`src/rtl/pfe_pkg.sv`:
```
// Shared constants, types and character helpers of the printf format engine.
`default_nettype none

package pfe_pkg;

    // Argument and digit sizing
    localparam int ARG_BITS   = 32;
    localparam int DEC_DIGITS = ((ARG_BITS * 1233) >> 12) + 1;
    localparam int HEX_DIGITS = (ARG_BITS + 3) / 4;
    localparam int BCD_W      = 4 * DEC_DIGITS;
    localparam int ND_W       = $clog2(DEC_DIGITS + 1);
    localparam int IDX_W      = $clog2(DEC_DIGITS);
    localparam int POS_W      = $clog2(DEC_DIGITS + 12);
    localparam int BIT_W      = $clog2(ARG_BITS);

    // Port field widths
    localparam int FMT_W      = 8;
    localparam int ARGIN_W    = 32;
    localparam int LEN_W      = 16;
    localparam int S_TDATA_W  = 40;
    localparam int M_TDATA_W  = 24;

    // Characters
    localparam logic [7:0] CH_NUL   = 8'h00;
    localparam logic [7:0] CH_SPACE = 8'h20;
    localparam logic [7:0] CH_PCT   = 8'h25;
    localparam logic [7:0] CH_MINUS = 8'h2d;
    localparam logic [7:0] CH_ZERO  = 8'h30;
    localparam logic [7:0] CH_ONE   = 8'h31;
    localparam logic [7:0] CH_NINE  = 8'h39;
    localparam logic [7:0] CH_UP_A  = 8'h41;
    localparam logic [7:0] CH_UP_X  = 8'h58;
    localparam logic [7:0] CH_LO_A  = 8'h61;
    localparam logic [7:0] CH_LO_D  = 8'h64;
    localparam logic [7:0] CH_LO_P  = 8'h70;
    localparam logic [7:0] CH_LO_S  = 8'h73;
    localparam logic [7:0] CH_LO_X  = 8'h78;

    localparam logic [LEN_W-1:0] COUNT_MAX = {LEN_W{1'b1}};

    // Commands from the controller to the datapath
    typedef struct packed {
        logic put_echo;
        logic put_term;
        logic spec_open;
        logic set_pad;
        logic set_width;
        logic conv_load;
        logic conv_step;
        logic plan;
        logic emit;
    } pfe_cmd_t;

    // Status from the datapath to the controller
    typedef struct packed {
        logic out_free;
        logic is_nul;
        logic is_pct;
        logic is_zero;
        logic is_width;
        logic is_dec;
        logic is_hex;
        logic is_ptr;
        logic is_str;
        logic dab_done;
        logic emit_last;
    } pfe_stat_t;

    // Digit value to its ASCII character in either hex case.
    function automatic logic [7:0] hex_char(input logic [3:0] nib, input logic upper);
        logic [7:0] base;
        begin
            base = upper ? CH_UP_A : CH_LO_A;
            if (nib < 4'd10) begin
                hex_char = CH_ZERO + {4'h0, nib};
            end else begin
                hex_char = base + {4'h0, nib} - 8'd10;
            end
        end
    endfunction

endpackage

`default_nettype wire

```
`src/rtl/printf_format_engine.sv`:
```
// Top level of the printf-style integer formatter: controller plus datapath.
// An echoed byte or terminator is registered and appears in the cycle after its input beat.
// Plain format bytes are taken one per cycle while the output register is free; %x, %X and %p
// load, plan and emit; %d first runs the one-bit-per-cycle binary-to-BCD shifter over all argument
// bits; a conversion takes no new byte until done. Output characters stream at one beat per cycle
// while m_tready is high. Reset (aresetn low, synchronous) clears the controller state, padding,
// width, character count and the output valid.
`default_nettype none

module printf_format_engine
    import pfe_pkg::*;
(
    input  wire logic                 aclk,
    input  wire logic                 aresetn,
    input  wire logic                 s_tvalid,
    output logic                      s_tready,
    input  wire logic [S_TDATA_W-1:0] s_tdata,   // format_byte [7:0], argument [39:8]
    output logic                      m_tvalid,
    input  wire logic                 m_tready,
    output logic [M_TDATA_W-1:0]      m_tdata,   // out_char [7:0], total_length [23:8]
    output logic                      m_tlast
);

    pfe_cmd_t  cmd;
    pfe_stat_t stat;

    // Format parser and sequencer
    pfe_ctrl u_ctrl (
        .aclk     (aclk),
        .aresetn  (aresetn),
        .s_tvalid (s_tvalid),
        .s_tready (s_tready),
        .stat     (stat),
        .cmd      (cmd)
    );

    // Conversion datapath and output register
    pfe_dp u_dp (
        .aclk     (aclk),
        .aresetn  (aresetn),
        .s_tdata  (s_tdata),
        .cmd      (cmd),
        .stat     (stat),
        .m_tvalid (m_tvalid),
        .m_tready (m_tready),
        .m_tdata  (m_tdata),
        .m_tlast  (m_tlast)
    );

endmodule

`default_nettype wire

```
`src/rtl/pfe_dp.sv`:
```
// Datapath: byte decode, conversion registers, BCD shifter, emission and output register.
`default_nettype none

module pfe_dp
    import pfe_pkg::*;
(
    input  wire logic                 aclk,
    input  wire logic                 aresetn,
    input  wire logic [S_TDATA_W-1:0] s_tdata,   // format_byte [7:0], argument [39:8]
    input  wire pfe_cmd_t             cmd,
    output pfe_stat_t                 stat,
    output logic                      m_tvalid,
    input  wire logic                 m_tready,
    output logic [M_TDATA_W-1:0]      m_tdata,   // out_char [7:0], total_length [23:8]
    output logic                      m_tlast
);

    logic [FMT_W-1:0]    fmt;
    logic [ARG_BITS-1:0] arg_in;
    logic                neg_in;
    logic [ARG_BITS-1:0] mag_in;

    logic [ARG_BITS-1:0] mag_reg, mag_next;
    logic [BCD_W-1:0]    bcd_reg, bcd_next, bcd_adj;
    logic [BIT_W-1:0]    bit_reg, bit_next;
    logic                neg_reg, neg_next;
    logic                ptr_reg, ptr_next;
    logic                upper_reg, upper_next;
    logic                pad_zero_reg, pad_zero_next;
    logic [3:0]          width_reg, width_next;
    logic [LEN_W-1:0]    count_reg, count_next;

    logic [POS_W-1:0]    pos_reg, pos_next;
    logic [POS_W-1:0]    pre_end_reg, pre_end_next;
    logic [POS_W-1:0]    pad_end_reg, pad_end_next;
    logic [POS_W-1:0]    total_reg, total_next;
    logic [IDX_W-1:0]    didx_reg, didx_next;
    logic [7:0]          padc_reg, padc_next;

    logic                m_valid_reg, m_valid_next;
    logic [7:0]          char_reg, char_next;
    logic                last_reg, last_next;
    logic [LEN_W-1:0]    len_reg, len_next;

    logic [ND_W-1:0]     nd;
    logic [POS_W-1:0]    w_eff, used, npad, npre;
    logic [7:0]          emit_char;
    logic                out_free;
    logic                put;

    // Field extraction and byte classes
    assign fmt    = s_tdata[FMT_W-1:0];
    assign arg_in = ARG_BITS'(s_tdata[FMT_W +: ARGIN_W]);
    assign neg_in = (fmt == CH_LO_D) && arg_in[ARG_BITS-1];
    assign mag_in = neg_in ? (ARG_BITS'(0) - arg_in) : arg_in;

    assign out_free = !m_valid_reg || m_tready;
    assign put      = cmd.put_echo || cmd.emit;

    always_comb begin
        stat           = '0;
        stat.out_free  = out_free;
        stat.is_nul    = (fmt == CH_NUL);
        stat.is_pct    = (fmt == CH_PCT);
        stat.is_zero   = (fmt == CH_ZERO);
        stat.is_width  = (fmt >= CH_ONE) && (fmt <= CH_NINE);
        stat.is_dec    = (fmt == CH_LO_D);
        stat.is_hex    = (fmt == CH_LO_X) || (fmt == CH_UP_X);
        stat.is_ptr    = (fmt == CH_LO_P);
        stat.is_str    = (fmt == CH_LO_S);
        stat.dab_done  = (bit_reg == BIT_W'(ARG_BITS - 1));
        stat.emit_last = (pos_reg == total_reg - POS_W'(1));
    end

    // Add-3 correction of every BCD digit before the shift
    always_comb begin
        bcd_adj = bcd_reg;
        for (int i = 0; i < DEC_DIGITS; i++) begin
            if (bcd_reg[4*i +: 4] >= 4'd5) begin
                bcd_adj[4*i +: 4] = bcd_reg[4*i +: 4] + 4'd3;
            end
        end
    end

    // Digit count: position of the highest nonzero digit, at least one
    always_comb begin
        nd = ND_W'(1);
        for (int i = 0; i < DEC_DIGITS; i++) begin
            if (bcd_reg[4*i +: 4] != 4'h0) begin
                nd = ND_W'(i + 1);
            end
        end
    end

    // Layout of one conversion: prefix, padding, digits
    assign w_eff = ptr_reg ? POS_W'(HEX_DIGITS) : POS_W'(width_reg);
    assign used  = POS_W'(nd) + POS_W'(neg_reg);
    assign npad  = (w_eff > used) ? (w_eff - used) : '0;
    assign npre  = ptr_reg ? POS_W'(2) : POS_W'(neg_reg);

    // Character at the current position
    always_comb begin
        if (pos_reg < pre_end_reg) begin
            if (ptr_reg) begin
                emit_char = (pos_reg == '0) ? CH_ZERO : CH_LO_X;
            end else begin
                emit_char = CH_MINUS;
            end
        end else if (pos_reg < pad_end_reg) begin
            emit_char = padc_reg;
        end else begin
            emit_char = hex_char(bcd_reg[{didx_reg, 2'b00} +: 4], upper_reg);
        end
    end

    // Conversion and specification registers
    always_comb begin
        mag_next      = mag_reg;
        bcd_next      = bcd_reg;
        bit_next      = bit_reg;
        neg_next      = neg_reg;
        ptr_next      = ptr_reg;
        upper_next    = upper_reg;
        pad_zero_next = pad_zero_reg;
        width_next    = width_reg;
        pos_next      = pos_reg;
        pre_end_next  = pre_end_reg;
        pad_end_next  = pad_end_reg;
        total_next    = total_reg;
        didx_next     = didx_reg;
        padc_next     = padc_reg;

        if (cmd.spec_open || cmd.put_term) begin
            pad_zero_next = 1'b0;
            width_next    = 4'h0;
        end
        if (cmd.set_pad) begin
            pad_zero_next = 1'b1;
        end
        if (cmd.set_width) begin
            width_next = fmt[3:0];
        end
        if (cmd.conv_load) begin
            mag_next   = mag_in;
            bit_next   = '0;
            neg_next   = neg_in;
            ptr_next   = (fmt == CH_LO_P);
            upper_next = (fmt == CH_UP_X);
            bcd_next   = (fmt == CH_LO_D) ? '0 : BCD_W'(arg_in);
        end
        if (cmd.conv_step) begin
            bcd_next = {bcd_adj[BCD_W-2:0], mag_reg[ARG_BITS-1]};
            mag_next = {mag_reg[ARG_BITS-2:0], 1'b0};
            bit_next = bit_reg + BIT_W'(1);
        end
        if (cmd.plan) begin
            pos_next     = '0;
            pre_end_next = npre;
            pad_end_next = npre + npad;
            total_next   = npre + npad + POS_W'(nd);
            didx_next    = IDX_W'(nd - ND_W'(1));
            padc_next    = (ptr_reg || pad_zero_reg) ? CH_ZERO : CH_SPACE;
        end
        if (cmd.emit) begin
            pos_next = pos_reg + POS_W'(1);
            if (pos_reg >= pad_end_reg) begin
                didx_next = didx_reg - IDX_W'(1);
            end
        end
    end

    // Saturating character count, cleared by the terminator
    always_comb begin
        count_next = count_reg;
        if (cmd.put_term) begin
            count_next = '0;
        end else if (put && (count_reg != COUNT_MAX)) begin
            count_next = count_reg + LEN_W'(1);
        end
    end

    // Output register: a new beat may load while the previous one is taken
    always_comb begin
        m_valid_next = m_valid_reg;
        char_next    = char_reg;
        last_next    = last_reg;
        len_next     = len_reg;
        if (m_tready) begin
            m_valid_next = 1'b0;
        end
        if (cmd.put_echo) begin
            m_valid_next = 1'b1;
            char_next    = fmt;
            last_next    = 1'b1;
            len_next     = '0;
        end else if (cmd.put_term) begin
            m_valid_next = 1'b1;
            char_next    = CH_NUL;
            last_next    = 1'b1;
            len_next     = count_reg;
        end else if (cmd.emit) begin
            m_valid_next = 1'b1;
            char_next    = emit_char;
            last_next    = stat.emit_last;
            len_next     = '0;
        end
    end

    // Control registers
    always_ff @(posedge aclk) begin
        if (!aresetn) begin
            pad_zero_reg <= 1'b0;
            width_reg    <= 4'h0;
            count_reg    <= '0;
            m_valid_reg  <= 1'b0;
        end else begin
            pad_zero_reg <= pad_zero_next;
            width_reg    <= width_next;
            count_reg    <= count_next;
            m_valid_reg  <= m_valid_next;
        end
    end

    // Payload registers
    always_ff @(posedge aclk) begin
        mag_reg     <= mag_next;
        bcd_reg     <= bcd_next;
        bit_reg     <= bit_next;
        neg_reg     <= neg_next;
        ptr_reg     <= ptr_next;
        upper_reg   <= upper_next;
        pos_reg     <= pos_next;
        pre_end_reg <= pre_end_next;
        pad_end_reg <= pad_end_next;
        total_reg   <= total_next;
        didx_reg    <= didx_next;
        padc_reg    <= padc_next;
        char_reg    <= char_next;
        last_reg    <= last_next;
        len_reg     <= len_next;
    end

    assign m_tvalid = m_valid_reg;
    assign m_tdata  = {len_reg, char_reg};
    assign m_tlast  = last_reg;

    // A terminator beat always closes the item.
    a_term_last: assert property (@(posedge aclk) disable iff (!aresetn)
        (m_valid_reg && (char_reg == CH_NUL)) |-> last_reg)
        else $error("terminator beat without last");

    // The count never moves past saturation back to zero without a terminator.
    a_count_sat: assert property (@(posedge aclk) disable iff (!aresetn)
        ($past(count_reg) == COUNT_MAX && !$past(cmd.put_term)) |-> (count_reg == COUNT_MAX))
        else $error("character count wrapped");

endmodule

`default_nettype wire

```
`src/rtl/pfe_ctrl.sv`:
```
// Controller: format parsing state and sequencing of the conversion datapath.
`default_nettype none

module pfe_ctrl
    import pfe_pkg::*;
(
    input  wire logic      aclk,
    input  wire logic      aresetn,
    input  wire logic      s_tvalid,
    output logic           s_tready,
    input  wire pfe_stat_t stat,
    output pfe_cmd_t       cmd
);

    localparam logic [1:0] S_IDLE = 2'd0;
    localparam logic [1:0] S_DAB  = 2'd1;
    localparam logic [1:0] S_PLAN = 2'd2;
    localparam logic [1:0] S_EMIT = 2'd3;

    logic [1:0] state_reg, state_next;
    logic       in_spec_reg, in_spec_next;
    logic       accept;

    // Bytes are taken only when idle and the output register can take a beat
    assign s_tready = (state_reg == S_IDLE) && stat.out_free;
    assign accept   = s_tvalid && s_tready;

    // Next state and command decode
    always_comb begin
        state_next   = state_reg;
        in_spec_next = in_spec_reg;
        cmd          = '0;
        case (state_reg)
            S_IDLE: begin
                if (accept) begin
                    if (stat.is_nul) begin
                        cmd.put_term = 1'b1;
                        in_spec_next = 1'b0;
                    end else if (!in_spec_reg) begin
                        if (stat.is_pct) begin
                            cmd.spec_open = 1'b1;
                            in_spec_next  = 1'b1;
                        end else begin
                            cmd.put_echo = 1'b1;
                        end
                    end else if (stat.is_zero) begin
                        cmd.set_pad = 1'b1;
                    end else if (stat.is_width) begin
                        cmd.set_width = 1'b1;
                    end else begin
                        in_spec_next = 1'b0;
                        if (stat.is_dec) begin
                            cmd.conv_load = 1'b1;
                            state_next    = S_DAB;
                        end else if (stat.is_hex || stat.is_ptr) begin
                            cmd.conv_load = 1'b1;
                            state_next    = S_PLAN;
                        end else if (!stat.is_str) begin
                            cmd.put_echo = 1'b1;
                        end
                    end
                end
            end
            S_DAB: begin
                cmd.conv_step = 1'b1;
                if (stat.dab_done) begin
                    state_next = S_PLAN;
                end
            end
            S_PLAN: begin
                cmd.plan   = 1'b1;
                state_next = S_EMIT;
            end
            S_EMIT: begin
                if (stat.out_free) begin
                    cmd.emit = 1'b1;
                    if (stat.emit_last) begin
                        state_next = S_IDLE;
                    end
                end
            end
            default: begin
                state_next = S_IDLE;
            end
        endcase
    end

    always_ff @(posedge aclk) begin
        if (!aresetn) begin
            state_reg   <= S_IDLE;
            in_spec_reg <= 1'b0;
        end else begin
            state_reg   <= state_next;
            in_spec_reg <= in_spec_next;
        end
    end

    // At most one beat is written into the output register per cycle.
    a_one_put: assert property (@(posedge aclk) disable iff (!aresetn)
        $countones({cmd.put_echo, cmd.put_term, cmd.emit}) <= 1)
        else $error("more than one output write in a cycle");

    // A decimal load is followed by the BCD shifter.
    a_dec_dab: assert property (@(posedge aclk) disable iff (!aresetn)
        (cmd.conv_load && stat.is_dec) |=> (state_reg == S_DAB))
        else $error("decimal conversion skipped the shifter");

    // Planning is always followed by emission.
    a_plan_emit: assert property (@(posedge aclk) disable iff (!aresetn)
        cmd.plan |=> (state_reg == S_EMIT))
        else $error("plan not followed by emission");

    // The conversion flag is clear whenever a conversion is under way.
    a_spec_clear: assert property (@(posedge aclk) disable iff (!aresetn)
        (state_reg != S_IDLE) |-> !in_spec_reg)
        else $error("conversion flag set during a conversion");

endmodule

`default_nettype wire
```
`config.mk`:
```
export PLATFORM = sky130hd
export DESIGN_NAME = printf_format_engine
export DESIGN_NICKNAME = d
export VERILOG_FILES = /design/src/rtl/pfe_pkg.sv /design/src/rtl/printf_format_engine.sv /design/src/rtl/pfe_dp.sv /design/src/rtl/pfe_ctrl.sv
export SDC_FILE = /design/constraint.sdc
export NUM_CORES = 1
export LEC_CHECK = 0
export BUFFER_PORTS_ARGS = -buffer_cell sky130_fd_sc_hd__buf_4
export CAP_MARGIN = 20
export CORE_ASPECT_RATIO = 0.7
export CORE_MARGIN = 4
export CORE_UTILIZATION = 47
export CTS_CLUSTER_DIAMETER = 80
export CTS_CLUSTER_SIZE = 24
export DETAILED_ROUTE_END_ITERATION = 7
export PLACE_DENSITY = 0.63
export SLEW_MARGIN = 20
export SYNTH_ARGS = -nofsm -noshare
export SYNTH_HDL_FRONTEND = slang
export SYNTH_SLANG_ARGS = --single-unit
export TNS_END_PERCENT = 50
```
`constraint.sdc`:
```
create_clock -name aclk -period 12.75 [get_ports aclk]
set_input_delay 0.6375 -clock aclk [delete_from_list [all_inputs] [get_ports aclk]]
set_output_delay 0.6375 -clock aclk [all_outputs]
set_load 0.05 [all_outputs]
```
==> impl_results.md <==
* Status: finished, final reports clean
* Relative slew slack at 0.317
* IO Pins at 71
* CP dominant cell by count: ha_1
* Post-synth top cells: nand2_1, edfxtp_1, o21ai_0, nor2_1
* Clock skew at roughly 0.016 ns
* Clk sinks at approximately 150
* Area leader, netlist: edfxtp_1
* Drt pass-1 iters at 5
* Clock buffer depth at 2
* Synth top area cells: edfxtp_1, dfxtp_1, ha_1
* Row count at 43
* Core area at around 20000 µm²
* Post-Syn Area per Cell at around 9.6 µm²
* FF+latch count, synth at 152
* Worst Path Class, Setup: flip-flop to flip-flop
* Global-route usage over all layers at 0.196
* Fin crit share at 0.420
* Worst-Margin Slew at between 1 and 1.5 ns
* Max Freq at 0.187 GHz
* P_leak at 4.29 nW
* Register area share after synthesis at 0.423
* Setup crit end kind: flip-flop
* Fin nets at ~1200
* Fraction of layout cells with a size suffix above 1 at 0.142
* Area grow syn2layout at 13.8%
* Remaining DRCs at 0
* Synthesis warning total at 0
* Final Critical Period at approximately 5.4 ns
* Dpl hpwl at approximately 16000 µm
* RD Place Congestion at between 0.8 and 0.9
* Slew Viols, Final at 0
* CP required at 12.93 ns
* EDFF count, synth at 105
* Worst-skew pair later-pin latency at roughly 0.44 ns
* Worst Reg2Reg Path Length in Cells at 24
* Worst Hold Depth at 2
* Critical path peak fanout at 4
* CTS buffer count at 17
* Syn Nets at roughly 1100
* Hold-fix buffers, CTS at 0
* Final design utilization at 0.550
* Via density at roughly 5.5
* Via count at 7451
* PostCTS Resize Cnt at 0
* Most frequent cell after synthesis: nand2_1
* Post-Place Cell Area at between 10000 and 15000 µm²
* Root Buffer: clkbuf_16
* Total Neg Setup Slack at 0 ns
* CTS tree: done
* Worst Hold Slack at 0.468 ns
* Cell area after layout at around 11000 µm²
* Port Buf Inserts at 70
* Synth Cell Area at around 9700 µm²
* Routed Antenna Nets at 0
* Max incr delay on CP at ~0.44 ns
* Global-route wire length before repair at 36700 µm
* Yosys cell types at about 90
* Initial Util at 0.484
* Largest net degree at the start of global routing at 77
* Total grt overflow at 0
* Crit path DAT at 5.54 ns
* # diodes at 0
* Peak VDD IR at about 0.095 mV
* RSZ-0062 raised after global routing: no
* Setup Viol. Count Final at 0
* PwrDens at ~160 nW/µm²
* Synth Instances at around 1000
* Max reg flops at 40
* Final WL at approximately 23000 µm
* FFs w/ async S/R, synth at 0
* Final hold vios at 0
* Per-cell routed wire length at ~17 µm
* Slowest-stage cell, CP: edfxtp_1
* Power Total at roughly 1.7 mW
* Synth Flop Type: edfxtp_1
* Max H-tree Level at 4
* First DRT Iteration DRCs at roughly 700
* Vias in the first global route at 6852
* Top cell type's share of synthesized area at 0.326
* Startpoint types: flip-flop
* Die span in y at between 100 and 150 µm
* CP cell instances: inv_1 -> ha_1 -> nor3b_1 -> a21oi_1 -> o21ai_0 -> a21oi_1 -> o21ai_0 -> inv_1 -> ha_1 -> ha_1 -> inv_1 -> ha_1 -> nor2b_1 -> o21ai_0 -> nand2b_1 -> a21oi_1 -> a41o_1 -> nor2_1 -> fa_1 -> xor2_1 -> ha_1 -> a21o_1 -> a21oi_1 -> xnor2_1
* Max-cap violations at 0
* Die width at between 150 and 200 µm
* HP Class: flip-flop to flip-flop
* Die area at between 20000 and 25000 µm²
* Clock transition at path regs at roughly 0.07 ns
* Initial antenna violation count at 0
* Post-CTS Setup Repair Bufs at 0
==> worst paths after layout <==
check,start,slack [ns],end
setup / recovery,u_dp.bcd_reg[8],7.39,u_dp.total_reg[4]
hold / removal,u_dp.len_reg[12],0.47,u_dp.len_reg[12]
setup reg to reg,u_dp.bcd_reg[8],7.39,u_dp.total_reg[4]
hold reg to reg,u_dp.len_reg[12],0.47,u_dp.len_reg[12]
==> worst max-delay path, delay by kind of cell (launching register included) <==
kind                       cells  cell delay, ns
buffers and inverters          3            0.29
DFF                            1            0.44
xor gates and xnor gates       2            0.28
AOI/OAI and AO/OA              9            1.62
adders and majority gates      6            1.79
and+or+nand+nor                4            0.67
==> per-stage QoR <==
step                instances  setup WS (ns)
floorplan                1007           8.05
global placement         1311           7.60
detailed placement       1311           7.43
CTS                      1343           7.41
global route             1344           6.78
finish                   1344           7.39
==> power breakdown <==
part           switching, mW  internal [mW]  total, mW
registers             0.0683          0.627      0.696
logic                  0.309          0.193      0.502
clock network          0.242          0.272      0.515
==> cell families after synthesis <==
logic type               after synthesis  synth area share
AO/OA/AOI/OAI                        223             0.148
XOR/XNOR                              80            0.0724
adder cells (fa/ha/maj)               60            0.0799
buffers and inverters                 96            0.0413
AND/OR/NAND/NOR                      365             0.197
flip-flops                           152             0.423
multiplexers                          31            0.0389
==> final cells by class <==
type                    instances  area, µm²
clock buffers                  17        425
clock inverters                15        165
fillers                      1820       9000
inverters                      58        218
multi-input cells             759       5210
flip-flops and latches        152       4090
well taps                     270        338
repair buffers                 73        568
==> layer usage <==
metal  share of wire  routed length [µm]  vias to the layer above  global-route usage
met5               0                   0                        -                   0
li1                -                   -                     3698                   -
met2            0.40                9190                      211               0.270
met4          0.0080                 182                        0              0.0439
met1            0.53               12100                     3525               0.315
met3           0.056                1270                       17              0.0343
==> layout by cell type (no fill, tap or decap), types with 14 or more instances in the layout <==
| master | synthesis | layout |
|---|---|---|
| xor2_1 | 44 | 44 |
| nand2_1 | 146 | 146 |
| a21oi_1 | 44 | 44 |
| mux2i_1 | 23 | 23 |
| nand2b_1 | 24 | 23 |
| edfxtp_1 | 105 | 105 |
| ha_1 | 57 | 56 |
| a22o_1 | 15 | 15 |
| inv_1 | 57 | 57 |
| nand3_1 | 18 | 18 |
| buf_4 | 5 | 72 |
| xnor2_1 | 36 | 36 |
| nor3b_1 | 14 | 14 |
| and2_1 | 16 | 16 |
| clkbuf_16 | 0 | 17 |
| dfxtp_1 | 47 | 47 |
| o21ai_0 | 89 | 89 |
| o31ai_1 | 19 | 19 |
| nor2_1 | 63 | 63 |
(Power assumes the default switching activity.)
